### src/tun_sqrt_cell.sv
// One cell of the square root chain: settles one root bit per cycle.
// Depends on nothing; instantiated in a row by the top level.
module tun_sqrt_cell #(
	parameter int unsigned RW     = 36,
	parameter int unsigned SIDE_W = 8
) (
	input  logic                clk,
	input  logic                arst_n,
	input  logic                valid_i,
	input  logic [2*RW-1:0]     rad_i,
	input  logic [RW+1:0]       rem_i,
	input  logic [RW-1:0]       root_i,
	input  logic [SIDE_W-1:0]   side_i,
	output logic                valid_o,
	output logic [2*RW-1:0]     rad_o,
	output logic [RW+1:0]       rem_o,
	output logic [RW-1:0]       root_o,
	output logic [SIDE_W-1:0]   side_o
);

	logic [RW+1:0] rem_sh;
	logic [RW+1:0] trial;
	logic          fits;

	// The partial remainder never exceeds twice the partial root, so its top bits are zero.
	always_comb begin
		rem_sh = {rem_i[RW-1:0], rad_i[2*RW-1 -: 2]};
		trial  = {root_i, 2'b01};
		fits   = rem_sh >= trial;
	end

	always_ff @(posedge clk or negedge arst_n) begin
		if (!arst_n) begin
			valid_o <= 1'b0;
		end else begin
			valid_o <= valid_i;
		end
	end

	always_ff @(posedge clk) begin
		rad_o  <= {rad_i[2*RW-3:0], 2'b00};
		rem_o  <= fits ? rem_sh - trial : rem_sh;
		root_o <= {root_i[RW-2:0], fits};
		side_o <= side_i;
	end

endmodule

### config.mk
export PLATFORM = sky130hd
export DESIGN_NAME = tun_sqrt_cell
export DESIGN_NICKNAME = d
export VERILOG_FILES = /design/src/tun_sqrt_cell.sv
export SDC_FILE = /design/constraint.sdc
export NUM_CORES = 1
export LEC_CHECK = 0
export ABC_CLOCK_PERIOD_IN_PS = 800
export BUFFER_PORTS_ARGS = -buffer_cell sky130_fd_sc_hd__clkbuf_2
export CORE_MARGIN = 2
export CORE_UTILIZATION = 36
export CTS_CLUSTER_DIAMETER = 200
export DETAILED_ROUTE_END_ITERATION = 10
export GPL_TIMING_DRIVEN = 0
export PLACE_DENSITY = 0.66
export SLEW_MARGIN = 10
export SYNTH_ARGS = -nofsm -noshare
export SYNTH_HDL_FRONTEND = slang
export SYNTH_SLANG_ARGS = --single-unit
### constraint.sdc
create_clock -name clk -period 0.8 [get_ports clk]
set_clock_uncertainty 0.2 [all_clocks]
set_input_delay 0.12 -clock clk [delete_from_list [all_inputs] [get_ports clk]]
set_output_delay 0.12 -clock clk [all_outputs]
set_load 0.03 [all_outputs]
==> metrics.md, run 1 <==
| Metric | Value |
|---|---|
| Run status | `finished with violations` |
| Failing checks | `hold timing, setup timing` |
| CTS tree | `built` |
| Die X | `approximately 130 um` |
| CTS HTree Levels | `4` |
| Clock Path Buffers | `2` |
| Critical path arrival | `about 2.5 ns` |
| Area contributors post-synth | `dfxtp_1 (51%), ha_1 (8.0%), a21oi_1 (4.5%), inv_1 (3.4%), xnor2_1 (3.2%)` |
| Gate Count Post-Synth | `~600` |
| 1st-pass router iterations | `6` |
| Vias/cell | `about 5.1` |
| Syn avg cell area | `a little under 10 sq um` |
| CTS root buf | `clkbuf_16` |
| Part of the cycle the worst path needs | `293.1%` |
| DRC violations left | `0` |
| Sink Count | `roughly 150` |
| Type of origin of the critical path | `input port` |
| Final WS setup | `-1.545 ns` |
| Die area | `~18,000 sq um` |
| CP required | `0.91 ns` |
| Global-route usage over all layers | `28.82%` |
| Nets | `approximately 1,300` |
| Critical Path End Type | `register` |
| RSZ-0062 raised after global routing | `true` |
| Row count | `between 40 and 50` |
| Area of the core | `approximately 16,000 sq um` |
| Seq pwr share | `a little over a third` |
| Synth top area share | `51.28%` |
| Boundary Pins | `~310` |
| Number of failing hold endpoints at the final stage | `33` |
| Post-DP HPWL | `about 15,000 um` |
| Sw frac | `between 30% and 40%` |
| Post-DRT Antenna Nets | `0` |
| Peak VDD IR | `between 1000 and 1500 uV` |
| Grt ovf | `0` |
| Gate power share | `33.7%` |
| Initial detailed-routing violation count | `413` |
| Hold buffers post-CTS | `121` |
| Flops & latches, synth | `153` |
| Max-slew violations | `0` |
| CTS Buf Count | `17` |
| Initial antenna violation count | `2` |
| Syn. warnings | `0` |
| Clock power frac | `31.3%` |
| GPL Wtd Cong | `0.9142` |
| Ys flop type | `dfxtp_1` |
| Yosys top cell by area | `dfxtp_1` |
| Post-synth EDFFs | `0` |
| CP Max Fanout | `10` |
| Synth async-reset ratio | `0.6536%` |
| Max-cap violations | `0` |
| Pwr dens | `2004 nW/um^2` |
| Commonest non-fill, non-tap cell in the layout | `buf_8` |
| Port Buffer Count | `307` |
| Clk slew on worst S/H paths | `about 0.070 ns` |
| Vias | `between 6,000 and 7,000` |
| Yosys cell types | `60` |
| Sequential cell area fraction in the yosys report | `roughly 52%` |
| Slew headroom | `60.54%` |
| Fin Hold WS | `-0.2327 ns` |
| Placement Setup Slack | `-2.247 ns` |
| Switching power | `~8600 uW` |
| Area delta synth->final | `113.6%` |
| Pin count of the biggest net entering global routing | `18` |
| Post-Syn Area | `5934 sq um` |
| Cell Int Power | `around 17,000 uW` |
| DRT Wirelength | `slightly below 30,000 um` |
| Initial Util | `37.09%` |
| Commonest cells after routing, fill and taps aside | `buf_8 (156), dfxtp_2 (151), clkbuf_2 (149), dlygate4sd3_1 (121), inv_1 (45)` |
| Vias in the first global route | `~6,700` |
| Hold WC Path Type | `input port to register` |
| Fraction of layout cells with a size suffix above 1 | `62.28%` |
| WL per Instance | `about 22 um` |
| Crit Path Class | `input port to register` |
| Lkg Pwr | `between 0.005 and 0.006 uW` |
| Global-route wire length before repair | `38,890 um` |
| F_max | `around 430 MHz` |
| Fin crit period | `2.345 ns` |
| Die H | `about 130 um` |
| Worst-margin pin slew | `0.5857 ns` |
| # setup viols final | `around 190` |
sequential cells by signal (all words and copies together), names as in the netlist:
signal	count
rad_o	70
rem_o	38
root_o	36
side_o	8
valid_o	1
through the flow:
| stage | utilization [%] | total power, uW | setup TNS [ns] | cell area, sq um | instances |
|---|---|---|---|---|---|
| 4_1_cts | 74.52 | 23870 | -118.70 | 11920 | 1300 |
| 6_report | 79.21 | 25410 | -119.81 | 12670 | 1321 |
| 2_1_floorplan | - | 12180 | -58.11 | 6246 | 603 |
| 5_1_grt | 79.20 | 26170 | -125.16 | 12670 | 1320 |
| 3_3_place_gp | 50.33 | 13840 | -85.11 | 8053 | 1126 |
| 3_5_place_dp | 50.33 | 13890 | -86.41 | 8053 | 1126 |
worst paths after layout:
path | to | cells after the start | slack [ns] | startpoint
min | rem_o[23] | 3 | -0.23 | rem_i[21]
max | rem_o[34] | 12 | -1.54 | root_i[8]
max in group asynchronous | valid_o | 2 | 0.46 | arst_n
min in group asynchronous | valid_o | 2 | -0.16 | arst_n
worst max-delay path: stages:
cell and delay (ns):
clkbuf_2 0.09, inv_1 0.12, ha_4 0.25, o21ai_1 0.17
a211oi_2 0.12, a2111oi_4 0.42, nand2_1 0.09, a21o_1 0.23
a31oi_4 0.25, inv_4 0.11, buf_12 0.17, mux2_4 0.30
synthesized netlist by cell type (3+ instances only):
cell      count
nor2_1       46
dfxtp_1     152
xnor2_1      22
and3_1        6
a21oi_1      53
o21a_1        7
a21boi_0      3
nand2_1      36
clkbuf_1      8
nor4_1        5
o21ai_1       3
nand3_1      15
o21ai_0      30
and2_1        5
buf_6         3
inv_1        53
a211oi_1      7
o211ai_1      3
a31oi_1       4
o211a_1       3
xor2_1        7
nor3_1        5
o21bai_1      3
buf_4         4
ha_1         38
a21o_1       23
mux2_2        3
buf_2         5
o31ai_1       8
nand4_1       6
final cells by class:
type,instances,area [sq um]
Buffer,12,157.7
Clock buffer,18,429.2
Inverter,54,222.7
Tap cell,216,270.3
Multi-Input combinational cell,375,3401
Sequential cell,153,3257
Clock inverter,14,137.6
Fill cell,879,3326
Antenna cell,2,5.005
Timing Repair Buffer,477,4795
what timing repair did:
item                                   in CTS  in global routing
pin swaps                                  34                 27
setup buffers                              26                 23
endpoints found under the hold margin     153                 33
cloned                                      2                  0
gates resized for setup                   533                263
setup endpoints to repair                 192                192
cells by family (layout without fill, tap and decap cells):
kind of cell | count (synthesis) | in the layout | share of synthesized area, %
flip-flops | 153 | 153 | 51.70
other | 1 | 4 | 0.06319
adder cells (fa/ha/maj) | 38 | 38 | 8.012
AND/OR/NAND/NOR | 134 | 134 | 10.46
AO/OA/AOI/OAI | 167 | 167 | 18.91
buffers and inverters | 75 | 575 | 5.503
XOR/XNOR | 29 | 29 | 4.280
multiplexers | 5 | 5 | 1.075
power groups by stage:
stage / Clock (uW) / Combinational, uW / Sequential, uW
final: 7940 / 8570 / 8900
after detailed placement: 0 / 5280 / 8610
after global placement: 0 / 5250 / 8590
after floorplan: 0 / 2250 / 9930
after global routing: 8320 / 8920 / 8930
after CTS: 7830 / 7390 / 8640
metal layers:
| metal | vias up | part of all wire (%) | global-route usage, % |
|---|---|---|---|
| li1 | 3075 | - | - |
| met1 | 3214 | 36 | 31.28 |
| met4 | 0 | 5.2 | 14.10 |
| met2 | 355 | 52 | 52.65 |
| met5 | - | 0 | 0 |
| met3 | 90 | 6.3 | 6.498 |
Note: power is estimated with default switching activity, not from simulation.
==> inputs of run 2 (changes only) <==
--- a/config.mk
+++ b/config.mk
@@ -6,13 +6,12 @@
 export NUM_CORES = 1
 export LEC_CHECK = 0
 export ABC_CLOCK_PERIOD_IN_PS = 800
-export BUFFER_PORTS_ARGS = -buffer_cell sky130_fd_sc_hd__clkbuf_2
 export CORE_MARGIN = 2
 export CORE_UTILIZATION = 36
 export CTS_CLUSTER_DIAMETER = 200
 export DETAILED_ROUTE_END_ITERATION = 10
+export DONT_BUFFER_PORTS = 1
 export GPL_TIMING_DRIVEN = 0
-export PLACE_DENSITY = 0.66
 export SLEW_MARGIN = 10
 export SYNTH_ARGS = -nofsm -noshare
 export SYNTH_HDL_FRONTEND = slang
==> run 2 against run 1 <==
- the flow still finishes with violations (hold timing, setup timing)
- global-route usage is 5.7 points lower
- utilization is 18 points lower
- non-clock buffer count fell by 311
- sequential power increased by 11%
- critical path depth is 1 lower
- clock power about the same
- routed wire length fell by 28%
- via count is 23% lower
- power shrank 13%
- sequential share of layout area up 11 points
==> metrics.md, run 2 (synthesis gave the netlist of run 1 again) <==
| Metric | Value |
|---|---|
| Run status | `finished with violations` |
| Failing checks | `hold timing, setup timing` |
| Initial Util | `37.09% (unchanged)` |
| Switching power | `7325 uW (-15%)` |
| Gate power share | `19.4% (-14 points)` |
| Max-slew violations | `0 (unchanged)` |
| GPL Wtd Cong | `0.8463 (-7.4%)` |
| Seq pwr share | `44.7% (+9.7 points)` |
| Port Buffer Count | `0 (-100%)` |
| Boundary Pins | `312 (unchanged)` |
| Crit path launch | `root_i[0]` |
| WP depth | `11 (-1)` |
| Initial antenna violation count | `0 (-2)` |
| Crit path max-delay cell type | `o31ai_4` |
| Lkg Pwr | `0.003949 uW (-31%)` |
| Pwr dens | `2270 nW/um^2 (+13%)` |
| Pin count of the biggest net entering global routing | `18 (unchanged)` |
| Design area | `9786 sq um (-23%)` |
| CTS HTree Levels | `4 (unchanged)` |
| Post-route setup TNS | `-105.06 ns (+14.75 ns)` |
| Number of failing hold endpoints at the final stage | `35 (+6.1%)` |
| Max incr delay on CP | `0.35 ns (-0.07 ns)` |
| Fin crit period | `2.249 ns (-0.09561 ns)` |
| Initial detailed-routing violation count | `208 (-50%)` |
| Post-layout util | `61.16% (-18 points)` |
| Critical Path End Type | `register` |
| DRT Wirelength | `21,020 um (-28%)` |
| Final WS setup | `-1.449 ns (+0.09561 ns)` |
| Die X | `132.4 um (unchanged)` |
| Top Registers | `rad_o x70, rem_o x38, root_o x36` |
| Peak VDD IR | `1427 uV (+2.9%)` |
| CTS root buf | `clkbuf_16` |
| CTS tree | `built` |
| WL per Instance | `20.85 um (-6.0%)` |
| DRC violations left | `0 (unchanged)` |
| Global-route usage over all layers | `23.15% (-5.7 points)` |
| Sw frac | `32.97% (-0.98 points)` |
| Post-DRT Antenna Nets | `0 (unchanged)` |
| Post-DP HPWL | `13,780 um (-9.4%)` |
| Hold WC Path Type | `input port to register` |
| # diodes | `0 (-2)` |
| Global-route wire length before repair | `30,800 um (-21%)` |
| CP Max Fanout | `8 (-2)` |
| Largest reg by FF count | `rad_o` |
| Critical path arrival | `2.35 ns (-0.11 ns)` |
| Crit Path Class | `input port to register` |
| Type of origin of the critical path | `input port` |
| Vias/cell | `5.148 (+0.98%)` |
| Crit path to | `rem_o[25]` |
| RSZ-0062 raised after global routing | `true` |
| Area of the core | `16,000 sq um (unchanged)` |
| Clock Path Buffers | `2 (unchanged)` |
| Max FFs per register | `70 (unchanged)` |
| CP required | `0.90 ns (about the same)` |
| Fraction of layout cells with a size suffix above 1 | `45.83% (-16 points)` |
| Grt ovf | `0 (unchanged)` |
| Nets | `974 (-24%)` |
| Buf+Inv Stages, Crit Path | `3 (-1)` |
| Area after DPL | `6516 sq um (-19%)` |
| Clock power frac | `35.9% (+4.6 points)` |
| Tot Pwr | `22,210 uW (-13%)` |
| Sink Count | `153 (unchanged)` |
| Crit-path leading delay family | `compound AO/OA/AOI/OAI gates` |
| Vias | `5,189 (-23%)` |
| F_max | `444.7 MHz (+4.3%)` |
| Commonest non-fill, non-tap cell in the layout | `dfxtp_4` |
| Cell Int Power | `14,890 uW (-11%)` |
| Worst-margin pin slew | `0.5351 ns (-0.05058 ns)` |
| Slew headroom | `63.95% (+3.4 points)` |
| Crit-path cells | `inv_8 -> ha_4 -> nor2b_4 -> o31a_1 -> o31ai_4 -> nand2_1 -> a21o_1 -> a31oi_4 -> clkinv_4 -> buf_12 -> mux2_4` |
| Die area | `17,530 sq um (unchanged)` |
| Die H | `132.4 um (unchanged)` |
| CTS Buf Count | `17 (unchanged)` |
| Area delta synth->final | `64.90%` |
| Part of the cycle the worst path needs | `281.1% (-12 points)` |
| # setup viols final | `192 (unchanged)` |
| 1st-pass router iterations | `4 (-2)` |
| Max-cap violations | `0 (unchanged)` |
| Clk slew on worst S/H paths | `0.07 ns (about the same)` |
| Row count | `46 (unchanged)` |
| Fin Hold WS | `-0.4830 ns (-0.2503 ns)` |
| Commonest cells after routing, fill and taps aside | `dfxtp_4 (144), dlygate4sd3_1 (126), nor2_1 (42), inv_1 (41), buf_4 (34)` |
| Vias in the first global route | `5,267 (-22%)` |
run 2: changes by cell type in the layout (fill, tap and decap cells not counted), sizes merged:
cell	delta
diode	-2
clkbuf	-149
clkinv	-1
dlygate4sd3	+5
bufinv	+1
buf	-167
run 2: through the flow:
step,std cells,setup slack [ns]
floorplan,603,-1.589
global placement,819,-2.201
detailed placement,819,-2.187
CTS,977,-1.414
global route,1008,-1.525
finish,1008,-1.449
run 2: final cells by class:
| cell class | instances | area [sq um] |
|---|---|---|
| Buffer | 16 | 157.7 |
| Clock inverter | 14 | 156.4 |
| Tap cell | 216 | 270.3 |
| Fill cell | 1274 | 6215 |
| Timing Repair Buffer | 162 | 1608 |
| Clock buffer | 18 | 429.2 |
| Sequential cell | 153 | 3618 |
| Multi-Input combinational cell | 375 | 3301 |
| Inverter | 54 | 245.2 |
run 2: worst min path at each step:
stage                from    endpoint  slack [ns]  cells past startpoint
6_report       root_i[17]  root_o[18]       -0.48                      0
5_1_grt         root_i[0]   root_o[1]       -0.51                      0
2_1_floorplan      arst_n     valid_o       -0.38                      0
4_1_cts        root_i[20]  root_o[21]       -0.50                      0
3_5_place_dp       arst_n     valid_o       -0.38                      0
3_3_place_gp       arst_n     valid_o       -0.38                      0
run 2: power groups by stage:
stage	combinational, uW	sequential (uW)	clock [uW]
floorplan	2250	9930	0
global placement	2800	10100	0
detailed placement	2820	10100	0
CTS	3790	9930	8100
global route	4650	9960	8500
finish	4320	9920	7970
run 2: per-layer routing:
| layer | global-route usage (%) | part of all wire, % |
|---|---|---|
| met2 | 40.33 | 51 |
| met3 | 7.805 | 7.5 |
| met4 | 10.22 | 3.6 |
| met1 | 25.59 | 38 |
| met5 | 0 | 0 |
run 2: timing repair:
action,4_1_cts,5_1_grt
pin swaps,23,26
gates cloned,2,0
gates resized for setup,365,81
endpoints found under the hold margin,153,42
setup endpoints to repair,192,192
hold buffers,115,11
buffers inserted,12,23
==> inputs of run 3 (changes only) <==
--- a/config.mk
+++ b/config.mk
@@ -12,6 +12,8 @@
 export DETAILED_ROUTE_END_ITERATION = 10
 export DONT_BUFFER_PORTS = 1
 export GPL_TIMING_DRIVEN = 0
+export PLACE_DENSITY_LB_ADDON = 0.12
+export SKIP_CTS_REPAIR_TIMING = 1
 export SLEW_MARGIN = 10
 export SYNTH_ARGS = -nofsm -noshare
 export SYNTH_HDL_FRONTEND = slang
==> run 3 against run 2 <==
- the run still ends with hold timing, setup timing left
- critical path depth did not move
- count of clock-buffer cells in the layout did not move
- power fell by 1.6%
- via count fell by 3.2%
- sequential share of layout area rose by 1.2 points
- global-route usage fell by 3.7 points
- maximum frequency fell by 3.9%
- worst hold slack improved by 0.0025 ns
- cell area fell by 3.2%
- routed wire length fell by 2.1%
- largest cell class unchanged
==> metrics.md, run 3 (synthesis gave the netlist of run 1 again) <==
| Metric | Value |
|---|---|
| Sink Count | `153 (unchanged)` |
| Final WS setup | `-1.539 ns (-0.09044 ns)` |
| Seq pwr share | `45.4% (+0.7 points)` |
| F_max | `427.5 MHz (-3.9%)` |
| Critical Path End Type | `register` |
| CTS root buf | `clkbuf_16` |
| GR Util met2 | `33.94% (-6.4 points)` |
| Global routing's busiest layer | `met2` |
| CP required | `0.91 ns (about the same)` |
| Number of failing hold endpoints at the final stage | `31 (-11%)` |
| Die H | `132.4 um (unchanged)` |
| Switching power | `7175 uW (-2.0%)` |
| Area delta synth->final | `59.69%` |
| # diodes | `0 (unchanged)` |
| Die X | `132.4 um (unchanged)` |
| GPL Wtd Cong | `0.8588 (+1.5%)` |
| Initial detailed-routing violation count | `253 (+22%)` |
| Fin crit period | `2.339 ns (+0.09044 ns)` |
| Initial antenna violation count | `0 (unchanged)` |
| Pin count of the biggest net entering global routing | `17 (-1)` |
| Boundary Pins | `312 (unchanged)` |
| Crit Path Class | `input port to register` |
| 1st-pass router iterations | `5 (+1)` |
| Hold Path Depth | `0 (unchanged)` |
| CTS HTree Levels | `4 (unchanged)` |
| Design area | `9477 sq um (-3.2%)` |
| Clk slew on worst S/H paths | `0.07 ns (about the same)` |
| RSZ-0062 raised after global routing | `true` |
| Critical path arrival | `2.45 ns (+0.10 ns)` |
| Commonest cells after routing, fill and taps aside | `dfxtp_4 (143), dlygate4sd3_1 (128), inv_1 (48), nor2_1 (42), a21oi_1 (31)` |
| Global-route usage over all layers | `19.44% (-3.7 points)` |
| Clock Path Buffers | `2 (unchanged)` |
| Gate power share | `18.5% (-0.9 points)` |
| Fraction of layout cells with a size suffix above 1 | `40.93% (-4.9 points)` |
| Nets | `959 (-1.5%)` |
| WL per Instance | `20.72 um (-0.65%)` |
| Row count | `46 (unchanged)` |
| Commonest non-fill, non-tap cell in the layout | `dfxtp_4` |
| Port Buffer Count | `0 (unchanged)` |
| Peak VDD IR | `1622 uV (+14%)` |
| Pwr dens | `2306 nW/um^2 (+1.6%)` |
| Initial Util | `37.09% (unchanged)` |
| Part of the cycle the worst path needs | `292.4% (+11 points)` |
| Fin Hold WS | `-0.4805 ns (+0.002486 ns)` |
| Post-DRT Antenna Nets | `0 (unchanged)` |
| Hold WC Path Type | `input port to register` |
| Largest reg by FF count | `rad_o` |
| CTS Buf Count | `17 (unchanged)` |
| Sw frac | `32.83% (-0.14 points)` |
| Failing checks | `hold timing, setup timing` |
| Area after DPL | `6516 sq um (unchanged)` |
| Max-cap violations | `0 (unchanged)` |
| Type of origin of the critical path | `input port` |
| DRT Wirelength | `20,570 um (-2.1%)` |
| DRC violations left | `0 (unchanged)` |
| Clock power frac | `36.1% (+0.2 points)` |
| Max FFs per register | `70 (unchanged)` |
| Run status | `finished with violations` |
| Max-slew violations | `0 (unchanged)` |
| Placement Setup Slack | `-2.177 ns (+0.009510 ns)` |
| Die area | `17,530 sq um (unchanged)` |
| Vias/cell | `5.060 (-1.7%)` |
| CTS tree | `built` |
| Slew headroom | `66.12% (+2.2 points)` |
| GR Layer Usage met1 | `20.65% (-4.9 points)` |
| Grt ovf | `0 (unchanged)` |
| Post-layout util | `59.23% (-1.9 points)` |
| Vias | `5,025 (-3.2%)` |
| M3 GR Usage | `7.728% (-0.077 points)` |
| # setup viols final | `192 (unchanged)` |
| Top Registers | `rad_o x70, rem_o x38, root_o x36` |
| Global-route wire length before repair | `25,780 um (-16%)` |
| Post-DP HPWL | `13,810 um (+0.24%)` |
| Area of the core | `16,000 sq um (unchanged)` |
| Worst-margin pin slew | `0.5038 ns (-0.03125 ns)` |
| Vias in the first global route | `4,387 (-17%)` |
| CP Max Fanout | `7 (-1)` |
| Lkg Pwr | `0.003865 uW (-2.1%)` |
| Tot Pwr | `21,850 uW (-1.6%)` |
| Cell Int Power | `14,680 uW (-1.4%)` |
-- run 3: cell count changes in the layout (fill, tap and decap cells not counted), sizes merged --
cell / change
buf: -23
clkbuf: +5
clkinv: +2
dlygate4sd3: +2
inv: -1
-- run 3: worst paths after layout --
kind | end | slack (ns) | start
max | rem_o[25] | -1.54 | root_i[7]
min | root_o[21] | -0.48 | root_i[20]
max in group asynchronous | valid_o | 0.04 | arst_n
min in group asynchronous | valid_o | 0.24 | arst_n
-- run 3: layer usage --
layer | up-vias | share of wire (%)
met4 | 0 | 3.3
met2 | 252 | 51
met5 | - | 0
met3 | 42 | 7.7
li1 | 2419 | -
met1 | 2312 | 38
-- run 3: stage by stage --
step           setup TNS (ns)  instances
3_3_place_gp           -82.65        819
2_1_floorplan          -58.11        603
4_1_cts               -134.78        851
5_1_grt               -117.09        993
3_5_place_dp           -82.67        819
6_report              -110.09        993
-- run 3: area by class of cell --
| type | count | area, sq um |
|---|---|---|
| fill | 1281 | 6524 |
| sequential | 153 | 3615 |
| multi-input combinational | 375 | 3100 |
| timing repair buffer | 144 | 1470 |
| clock buffer | 18 | 429.2 |
| tap | 216 | 270.3 |
| inverter | 54 | 230.2 |
| buffer | 18 | 196.4 |
| clock inverter | 14 | 158.9 |
| timing repair inverter | 1 | 6.256 |
-- run 3: power groups by stage --
| stage | combinational, uW | clock (uW) | sequential, uW |
|---|---|---|---|
| floorplan | 2250 | 0 | 9930 |
| global placement | 2810 | 0 | 10100 |
| detailed placement | 2810 | 0 | 10100 |
| CTS | 2830 | 8080 | 9940 |
| global route | 4380 | 8470 | 9960 |
| finish | 4040 | 7900 | 9920 |
-- run 3: critical path: stages --
cell	delay (ns)
inv_8	0.01
ha_4	0.26
a21oi_4	0.19
o2111ai_4	0.15
a2111oi_4	0.48
nand2_1	0.10
a21o_1	0.25
a31oi_4	0.27
clkinv_4	0.16
buf_12	0.17
mux2_4	0.28
